[config.mk]
export PLATFORM = sky130hd
export DESIGN_NAME = cbdq_ctrl
export DESIGN_NICKNAME = d
export VERILOG_FILES = /design/src/hw/rtl/cbdq_pkg.sv /design/src/hw/rtl/cbdq_ctrl.sv
export SDC_FILE = /design/constraint.sdc
export NUM_CORES = 1
export LEC_CHECK = 0
export ABC_CLOCK_PERIOD_IN_PS = 2400
export BUFFER_PORTS_ARGS = -buffer_cell sky130_fd_sc_hd__buf_2
export CAP_MARGIN = 30
export CELL_PAD_IN_SITES_DETAIL_PLACEMENT = 0
export CELL_PAD_IN_SITES_GLOBAL_PLACEMENT = 2
export CORE_MARGIN = 2
export CORE_UTILIZATION = 26
export DETAILED_ROUTE_END_ITERATION = 8
export GPL_TIMING_DRIVEN = 0
export PLACE_DENSITY = 0.85
export SYNTH_ARGS = -nofsm -noshare
export SYNTH_HDL_FRONTEND = slang
export SYNTH_SLANG_ARGS = --single-unit
[constraint.sdc]
create_clock -name clk -period 2.4 [get_ports clk]
set_input_delay 0.24 -clock clk [delete_from_list [all_inputs] [get_ports clk]]
set_output_delay 0.24 -clock clk [all_outputs]
set_load 0.05 [all_outputs]
[src/hw/rtl/cbdq_pkg.sv]
`default_nettype none

package cbdq_pkg;

	localparam int unsigned CFG_IDX_W  = 2;
	localparam int unsigned CFG_DATA_W = 3;
	localparam int unsigned SLOT_W     = 6;
	localparam int unsigned CB_DEPTH   = 64;

	localparam logic [CFG_IDX_W-1:0] REG_ELEMENT_FORMAT = 2'd0;
	localparam logic [CFG_IDX_W-1:0] REG_CODE_BITS      = 2'd1;
	localparam logic [CFG_IDX_W-1:0] REG_BIAS_ENABLE    = 2'd2;

	localparam logic [1:0] FMT_FP32 = 2'd0;
	localparam logic [1:0] FMT_FP16 = 2'd1;
	localparam logic [1:0] FMT_BF16 = 2'd2;

	localparam logic ACT_LOAD    = 1'b0;
	localparam logic ACT_ELEMENT = 1'b1;

	localparam logic [31:0] NAN32     = 32'h7FC0_0000;
	localparam logic [31:0] INF32     = 32'h7F80_0000;
	localparam logic [31:0] ONE32     = 32'h3F80_0000;
	localparam logic [31:0] NEGZERO32 = 32'h8000_0000;

	typedef enum logic [3:0] {
		STEP_IDLE,
		STEP_UNPACK,
		STEP_NORM,
		STEP_ALIGN,
		STEP_ADD,
		STEP_LZ,
		STEP_SHC,
		STEP_SHF,
		STEP_PACK
	} step_t;

	typedef enum logic {OP_FMA, OP_NARROW} fop_t;
	typedef enum logic [1:0] {OPA_ACT, OPA_SUM, OPA_RES} opa_t;
	typedef enum logic [1:0] {OPB_CB, OPB_SCALE, OPB_ONE} opb_t;
	typedef enum logic [1:0] {OPC_SUM, OPC_NEGZERO, OPC_BIAS} opc_t;

	typedef struct packed {
		logic  take;
		step_t step;
		fop_t  op;
		opa_t  a_sel;
		opb_t  b_sel;
		opc_t  c_sel;
		logic  sum_wr;
		logic  sum_clr;
		logic  r_wr;
		logic  out_load;
	} cmd_t;

	typedef struct packed {
		logic last;
		logic bias_en;
		logic out_full;
	} status_t;

endpackage

`default_nettype wire

[src/hw/rtl/cbdq_ctrl.sv]
`default_nettype none

module cbdq_ctrl (
	input  wire                    clk,
	input  wire                    arst_n,
	input  wire                    item_valid,
	input  wire                    item_action,
	input  wire cbdq_pkg::status_t status,
	output logic                   item_ready,
	output cbdq_pkg::cmd_t         cmd
);

	typedef enum logic [3:0] {
		ST_IDLE, ST_UNPACK, ST_NORM, ST_ALIGN, ST_ADD,
		ST_LZ, ST_SHC, ST_SHF, ST_PACK, ST_WB
	} state_t;

	// which operation the shared unit is running
	typedef enum logic [1:0] {PH_ACC, PH_SCALE, PH_BIAS, PH_NARROW} phase_t;

	state_t state_q;
	phase_t phase_q;

	always_ff @(posedge clk or negedge arst_n) begin
		if (!arst_n) begin
			state_q <= ST_IDLE;
			phase_q <= PH_ACC;
		end else begin
			unique case (state_q)
				ST_IDLE: begin
					if (item_valid && item_action == cbdq_pkg::ACT_ELEMENT) begin
						state_q <= ST_UNPACK;
						phase_q <= PH_ACC;
					end
				end
				ST_UNPACK: state_q <= (phase_q == PH_NARROW) ? ST_LZ : ST_NORM;
				ST_NORM:   state_q <= ST_ALIGN;
				ST_ALIGN:  state_q <= ST_ADD;
				ST_ADD:    state_q <= ST_LZ;
				ST_LZ:     state_q <= ST_SHC;
				ST_SHC:    state_q <= ST_SHF;
				ST_SHF:    state_q <= ST_PACK;
				ST_PACK:   state_q <= ST_WB;
				ST_WB: begin
					unique case (phase_q)
						PH_ACC: begin
							state_q <= status.last ? ST_UNPACK : ST_IDLE;
							if (status.last) phase_q <= PH_SCALE;
						end
						PH_SCALE: begin
							state_q <= ST_UNPACK;
							phase_q <= status.bias_en ? PH_BIAS : PH_NARROW;
						end
						PH_BIAS: begin
							state_q <= ST_UNPACK;
							phase_q <= PH_NARROW;
						end
						default: begin
							// hold the result until the output register is free
							if (!status.out_full) begin
								state_q <= ST_IDLE;
								phase_q <= PH_ACC;
							end
						end
					endcase
				end
				default: state_q <= ST_IDLE;
			endcase
		end
	end

	always_comb begin
		item_ready = (state_q == ST_IDLE);
		cmd.take   = (state_q == ST_IDLE) && item_valid;

		unique case (state_q)
			ST_UNPACK: cmd.step = cbdq_pkg::STEP_UNPACK;
			ST_NORM:   cmd.step = cbdq_pkg::STEP_NORM;
			ST_ALIGN:  cmd.step = cbdq_pkg::STEP_ALIGN;
			ST_ADD:    cmd.step = cbdq_pkg::STEP_ADD;
			ST_LZ:     cmd.step = cbdq_pkg::STEP_LZ;
			ST_SHC:    cmd.step = cbdq_pkg::STEP_SHC;
			ST_SHF:    cmd.step = cbdq_pkg::STEP_SHF;
			ST_PACK:   cmd.step = cbdq_pkg::STEP_PACK;
			default:   cmd.step = cbdq_pkg::STEP_IDLE;
		endcase

		cmd.op = (phase_q == PH_NARROW) ? cbdq_pkg::OP_NARROW : cbdq_pkg::OP_FMA;
		unique case (phase_q)
			PH_ACC: begin
				cmd.a_sel = cbdq_pkg::OPA_ACT;
				cmd.b_sel = cbdq_pkg::OPB_CB;
				cmd.c_sel = cbdq_pkg::OPC_SUM;
			end
			PH_SCALE: begin
				cmd.a_sel = cbdq_pkg::OPA_SUM;
				cmd.b_sel = cbdq_pkg::OPB_SCALE;
				cmd.c_sel = cbdq_pkg::OPC_NEGZERO;
			end
			PH_BIAS: begin
				cmd.a_sel = cbdq_pkg::OPA_RES;
				cmd.b_sel = cbdq_pkg::OPB_ONE;
				cmd.c_sel = cbdq_pkg::OPC_BIAS;
			end
			default: begin
				cmd.a_sel = cbdq_pkg::OPA_RES;
				cmd.b_sel = cbdq_pkg::OPB_ONE;
				cmd.c_sel = cbdq_pkg::OPC_NEGZERO;
			end
		endcase

		cmd.sum_wr   = (state_q == ST_WB) && (phase_q == PH_ACC);
		cmd.r_wr     = (state_q == ST_WB) && (phase_q == PH_SCALE || phase_q == PH_BIAS);
		cmd.out_load = (state_q == ST_WB) && (phase_q == PH_NARROW) && !status.out_full;
		cmd.sum_clr  = cmd.out_load;
	end

endmodule

`default_nettype wire

### Word level (Yosys, flattened, before mapping)

Memory sizes are Yosys's and may differ from the RTL's.
Index checks and enable logic that the tools add are counted.
Widths: inputs -> output; s select.

| operators by class | value |
|---|---|
| eq/ne operators | 16 |
| muxes and demuxes | 14 |
| reduce and logical (&&, ||, !) cells | 14 |

Operator list:

| operator | number |
|---|---|
| $pmux 4 s10 | 1 |
| $pmux 6 s3 | 1 |
| $eq 4x3->1 const B | 4 |
| $eq 4x2->1 const B | 2 |
| $eq 4x4->1 const B | 2 |
| $mux 4 | 2 |
| $pmux 4 s2 | 1 |
| $logic_and 1x1->1 | 6 |
| $mux 2 | 3 |
| $pmux 2 s3 | 1 |
| $ne 5x2->1 const B | 1 |
| $eq 2x2->1 const B | 2 |
| $eq 4x1->1 const B | 1 |
| $logic_not 4->1 | 1 |
| $ne 4x3->1 const B | 1 |
| $pmux 2 s2 | 1 |
| $reduce_and 4->1 | 1 |
| $mux 1 | 3 |
| $mux 3 | 1 |
| $ne 3x3->1 const B | 1 |
| $eq 2x1->1 const B | 1 |
| $logic_not 2->1 | 1 |
| $ne 2x1->1 const B | 1 |
| $reduce_and 2->1 | 1 |
| 4 further kinds | 4 |

| storage, ports and cells | value |
|---|---|
| memories | 1 |
| bits of input ports | 7 |
| bits in registers | 6 |
| output and inout bits | 17 |
| ROM bits | 64 |
| logic and storage cells | 47 |

Memories:

| name | words | bits a word | read ports | clocked after memory_dff | wr ports | line | RTL |
|---|---|---|---|---|---|---|---|
| (name not given) | 16 | 4 | 1 | 0 | 0 | cbdq_ctrl.sv:76 | `unique case (state_q)` |

### Depth between registers and ports, before layout

| logic depth | value |
|---|---|
| depth after elaboration | 4 |
| gate-level depth with buffers | 5 |
| mapped depth without buffers | 5 |

### Least setup slack after synthesis

No wires, ideal clock.

| timing | value |
|---|---|
| kind | register to output |
| from | reg state_q[0] |
| to | out cmd[14] (netlist name) |
| buffers on the path | 1 |
| stages on the path, launching flop included | 3 |
| data arrival time | 2206 ps |
| required time | 2160 ps |
| setup slack | -46 ps |
| cells stage by stage | dfrtp_1 buf_6 nor4b_1 |

RTL lines:

| item | line | RTL |
|---|---|---|
| start, declared | cbdq_ctrl.sv:21 | `state_t state_q;` |
| start signal, assigned | cbdq_ctrl.sv:36 | `ST_UNPACK: state_q <= (phase_q == PH_NARROW) ? ST_LZ : ST_NORM;` |
| start signal, assigned | cbdq_ctrl.sv:47 | `state_q <= status.last ? ST_UNPACK : ST_IDLE;` |
| end, declared | cbdq_ctrl.sv:10 | `output cbdq_pkg::cmd_t cmd` |

==> impl_metrics.prom <==
# TYPE chip_impl_metric gauge
chip_impl_metric{name="area.growth.synth_to_final",unit="%"} 32.2
chip_impl_metric{name="sw_frac_of_total",unit="%"} 56.0
chip_impl_metric{name="antenna_found_initial",unit=""} 0
chip_impl_metric{name="coreArea",unit="mm2"} 0.00217
chip_impl_info{name="worstSetupEndpointType",value="primary output"} 1
chip_impl_metric{name="timing.final.crit_period",unit="ns"} 1.89
chip_impl_info{name="cts_root_cell",value="clkbuf_4"} 1
chip_impl_metric{name="antenna-diode-count",unit=""} 0
chip_impl_metric{name="timing.final.setup_violations",unit=""} 0
chip_impl_metric{name="route.final.wire_length",unit="mm"} 1.27
chip_impl_metric{name="viasPerCell",unit=""} 4.48
chip_impl_metric{name="fmax",unit="GHz"} 0.529
chip_impl_metric{name="insertion_delay_of_the_later_clocked_pin_in_the_worst_skew_pair",unit="ns"} 0.24
chip_impl_metric{name="io-pin-count",unit=""} 24
chip_impl_metric{name="cts.clk_slew.worst_paths",unit="ns"} 0.04
chip_impl_metric{name="synthDominantCellAreaShare",unit="%"} 25.6
chip_impl_metric{name="num-nets-final",unit=""} 103
chip_impl_metric{name="layout_cells_sized_above_1",unit="%"} 48.3
chip_impl_info{name="worst_setup_path_start_kind",value="register"} 1
chip_impl_metric{name="power.share.sequential",unit="%"} 15.9
chip_impl_metric{name="postCtsResizedCells",unit=""} 0
chip_impl_metric{name="tritoncts_num_sinks",unit=""} 6
chip_impl_metric{name="first_global_vias",unit=""} 487
chip_impl_metric{name="layout_worst_path_cycle_share",unit="%"} 78.8
chip_impl_metric{name="globalRouteMet2Util",unit="%"} 17.3
chip_impl_metric{name="place_congestion",unit=""} 0.730
chip_impl_metric{name="synth_cell_types",unit=""} 29
chip_impl_metric{name="grt_max_degree",unit=""} 11
chip_impl_info{name="synth_area_leader_cell",value="dfrtp_1"} 1
chip_impl_metric{name="route.detailed.drc",unit=""} 0
chip_impl_metric{name="pwr-share-clk",unit="%"} 8.0
chip_impl_metric{name="ys_ff_latch",unit=""} 6
chip_impl_metric{name="cts-buffers-inserted",unit=""} 3
chip_impl_metric{name="gr-usage-met1",unit="%"} 13.5
chip_impl_metric{name="start_util",unit="%"} 27.0
chip_impl_metric{name="fin_tns_setup",unit="ns"} 0
chip_impl_metric{name="sequential_area_share_after_synthesis",unit="%"} 25.6
chip_impl_metric{name="met3_usage",unit="%"} 2.87
chip_impl_info{name="hold_class",value="input port to register"} 1
chip_impl_metric{name="n_fill_cell",unit=""} 245
chip_impl_metric{name="synthArstFlopShare",unit="%"} 100
chip_impl_metric{name="syn_inst",unit=""} 62
chip_impl_metric{name="yosys_warnings",unit=""} 0
chip_impl_metric{name="grt-ovfl-total",unit=""} 0
chip_impl_metric{name="timing.final.hold_violations",unit=""} 0
chip_impl_metric{name="ant_nets",unit=""} 0
chip_impl_info{name="setup_repair_after_global_routing_missed_its_margin",value="false"} 1
chip_impl_metric{name="track_usage",unit="%"} 10.5
chip_impl_metric{name="avgRoutedWirePerCell",unit="um"} 10.8
chip_impl_metric{name="core.rowCount",unit=""} 17
chip_impl_metric{name="worst-path-max-fanout",unit=""} 10
chip_impl_metric{name="drt_first_pass_iters",unit=""} 4
chip_impl_metric{name="cellPowerDensity",unit="mW/mm2"} 1460
chip_impl_info{name="globalRoute.busiestLayer",value="met2"} 1
chip_impl_metric{name="slew_headroom",unit="%"} 77.8
chip_impl_metric{name="fin_hold_ws",unit="ns"} 0.293
chip_impl_info{name="clock_tree_from_tritoncts",value="done"} 1
chip_impl_metric{name="finClkSkew",unit="ns"} 0.00125
chip_impl_metric{name="design_area",unit="um2"} 776
chip_impl_metric{name="htree_num_levels",unit=""} 1
chip_impl_metric{name="timing.max_cap.violations",unit=""} 0
chip_impl_metric{name="power.ir.vdd_worst",unit="uV"} 508
chip_impl_metric{name="p_comb_share",unit="%"} 76.1
chip_impl_metric{name="cts_max_path_buffers",unit=""} 2
chip_impl_metric{name="postPlaceCellArea",unit="um2"} 743
chip_impl_metric{name="die_w",unit="um"} 51.5
chip_impl_metric{name="timing.critical_path.required",unit="ns"} 2.16
chip_impl_metric{name="detailedRoute.firstIterationViolations",unit=""} 5
chip_impl_metric{name="syn_area",unit="um2"} 587
chip_impl_info{name="ys_dominant_reg_cell",value="dfrtp_1"} 1
chip_impl_info{name="outcome",value="finished clean"} 1
chip_impl_metric{name="die-height",unit="um"} 51.5
chip_impl_info{name="worst-setup-path-type",value="register to primary output"} 1
chip_impl_metric{name="syn-num-nets",unit=""} 74
chip_impl_metric{name="io_buffers",unit=""} 23
chip_impl_metric{name="grt_first_pass_wirelength",unit="mm"} 2.11
chip_impl_metric{name="synth.avg_cell_area",unit="um2"} 9.46
chip_impl_metric{name="leakage",unit="nW"} 0.402
chip_impl_metric{name="critical_path_arrival",unit="ns"} 1.65
chip_impl_metric{name="final_max_slew_viol_count",unit=""} 0
chip_impl_info{name="synth.cells.most_frequent",value="buf_4, dfrtp_1, nor2_1, ha_1, nor2b_1"} 1
chip_impl_metric{name="die_area",unit="mm2"} 0.00265
chip_impl_metric{name="worstMarginPinSlew",unit="ns"} 0.333
chip_impl_metric{name="synth_enable_flop_cells",unit=""} 0
chip_impl_metric{name="dp.final_hpwl",unit="um"} 991
chip_impl_metric{name="internal_power",unit="mW"} 0.497
chip_impl_metric{name="vias",unit=""} 524
chip_impl_info{name="synth_top_cells_by_area",value="dfrtp_1, ha_1, buf_4"} 1
chip_impl_metric{name="switching_power",unit="mW"} 0.632
==> path summary, 6_finish.rpt <==
path                             start    endpoint  slack [ns]  cells past startpoint
setup / recovery            state_q[2]      cmd[2]        0.51                      5
hold / removal             item_action  state_q[0]        0.29                      3
setup reg to reg            phase_q[0]  phase_q[0]        0.57                      5
hold reg to reg             state_q[1]  state_q[2]        0.63                      2
max in group asynchronous       arst_n  state_q[2]        1.91                      2
min in group asynchronous       arst_n  phase_q[1]        0.35                      2
==> power groups by stage <==
stage	logic (mW)	clock network, mW	registers (mW)
floorplan	0.720	0	0.176
global placement	0.863	0	0.179
detailed placement	0.864	0	0.181
CTS	0.868	0.0929	0.180
global route	0.931	0.102	0.187
finish	0.860	0.0898	0.180
==> per-stage QoR <==
stage | total power, mW | setup WS [ns] | utilization [%] | instances
2_1_floorplan | 0.896 | 0.337 | - | 62
3_3_place_gp | 1.04 | 0.566 | 34.3 | 113
3_5_place_dp | 1.05 | 0.556 | 34.3 | 113
4_1_cts | 1.14 | 0.483 | 35.8 | 117
5_1_grt | 1.22 | 0.416 | 35.8 | 117
6_report | 1.13 | 0.508 | 35.8 | 117
==> layer usage <==
metal	part of all wire, %	vias to the layer above
li1	-	266
met1	46	243
met2	49	13
met3	4.3	2
met4	1.3	0
met5	0	-
==> registers in the layout, indices dropped and copies added (netlist names) <==
signal   flops
state_q      4
phase_q      2
==> kinds of logic (layout without fill, tap and decap cells) <==
family          count (synthesis)  count (layout)  synth area share, %
mux                             2               2                 5.12
flops                           6               6                 25.6
buf+inv                         9              36                 10.9
compound gates                 12              12                 14.1
simple gates                   28              28                 33.7
fa+ha+maj                       5               5                 10.7
==> critical path, cell delays in order (launching register included) <==
cell,delay (ns)
dfrtp_1,0.35
buf_4,0.17
and4bb_4,0.37
and3b_1,0.18
buf_4,0.10
buf_2,0.24
==> final cells by class <==
class,count,area (um2),area share [%]
multi-input combinational,47,379,48.9
sequential,6,150,19.4
timing repair buffer,24,125,16.1
buffer,7,56.3,7.26
tap,28,35.0,4.52
clock buffer,3,22.5,2.90
inverter,2,7.51,0.968
==> timing repair <==
item | 4_1_cts | 5_1_grt
hold endpoints to repair | 6 | 0
hold buffers | 1 | 0
buffers inserted | 0 | 0
==> cells in the final DEF (no fill, tap or decap) <==
master | synthesis | routed
a21boi_0 | 1 | 1
a21oi_1 | 3 | 3
a221oi_1 | 1 | 1
a311oi_1 | 1 | 1
a31oi_1 | 2 | 2
and2_1 | 2 | 2
and2_2 | 1 | 1
and3b_1 | 1 | 1
and4bb_4 | 1 | 1
buf_2 | 0 | 23
buf_4 | 6 | 6
buf_6 | 1 | 1
clkbuf_4 | 0 | 3
dfrtp_1 | 6 | 6
dlygate4sd3_1 | 0 | 1
ha_1 | 5 | 5
inv_1 | 2 | 2
mux2_4 | 2 | 2
nand2_1 | 2 | 2
nand2b_1 | 2 | 2
nand3_1 | 1 | 1
nand3_2 | 1 | 1
nor2_1 | 6 | 6
nor2b_1 | 5 | 5
nor4_4 | 1 | 1
nor4b_2 | 0 | 1
o21a_1 | 2 | 2
o21ai_0 | 1 | 1
o32a_1 | 1 | 1
or2_2 | 2 | 2
or2b_1 | 1 | 1
or4b_4 | 1 | 1
(Power assumes the default switching activity.)
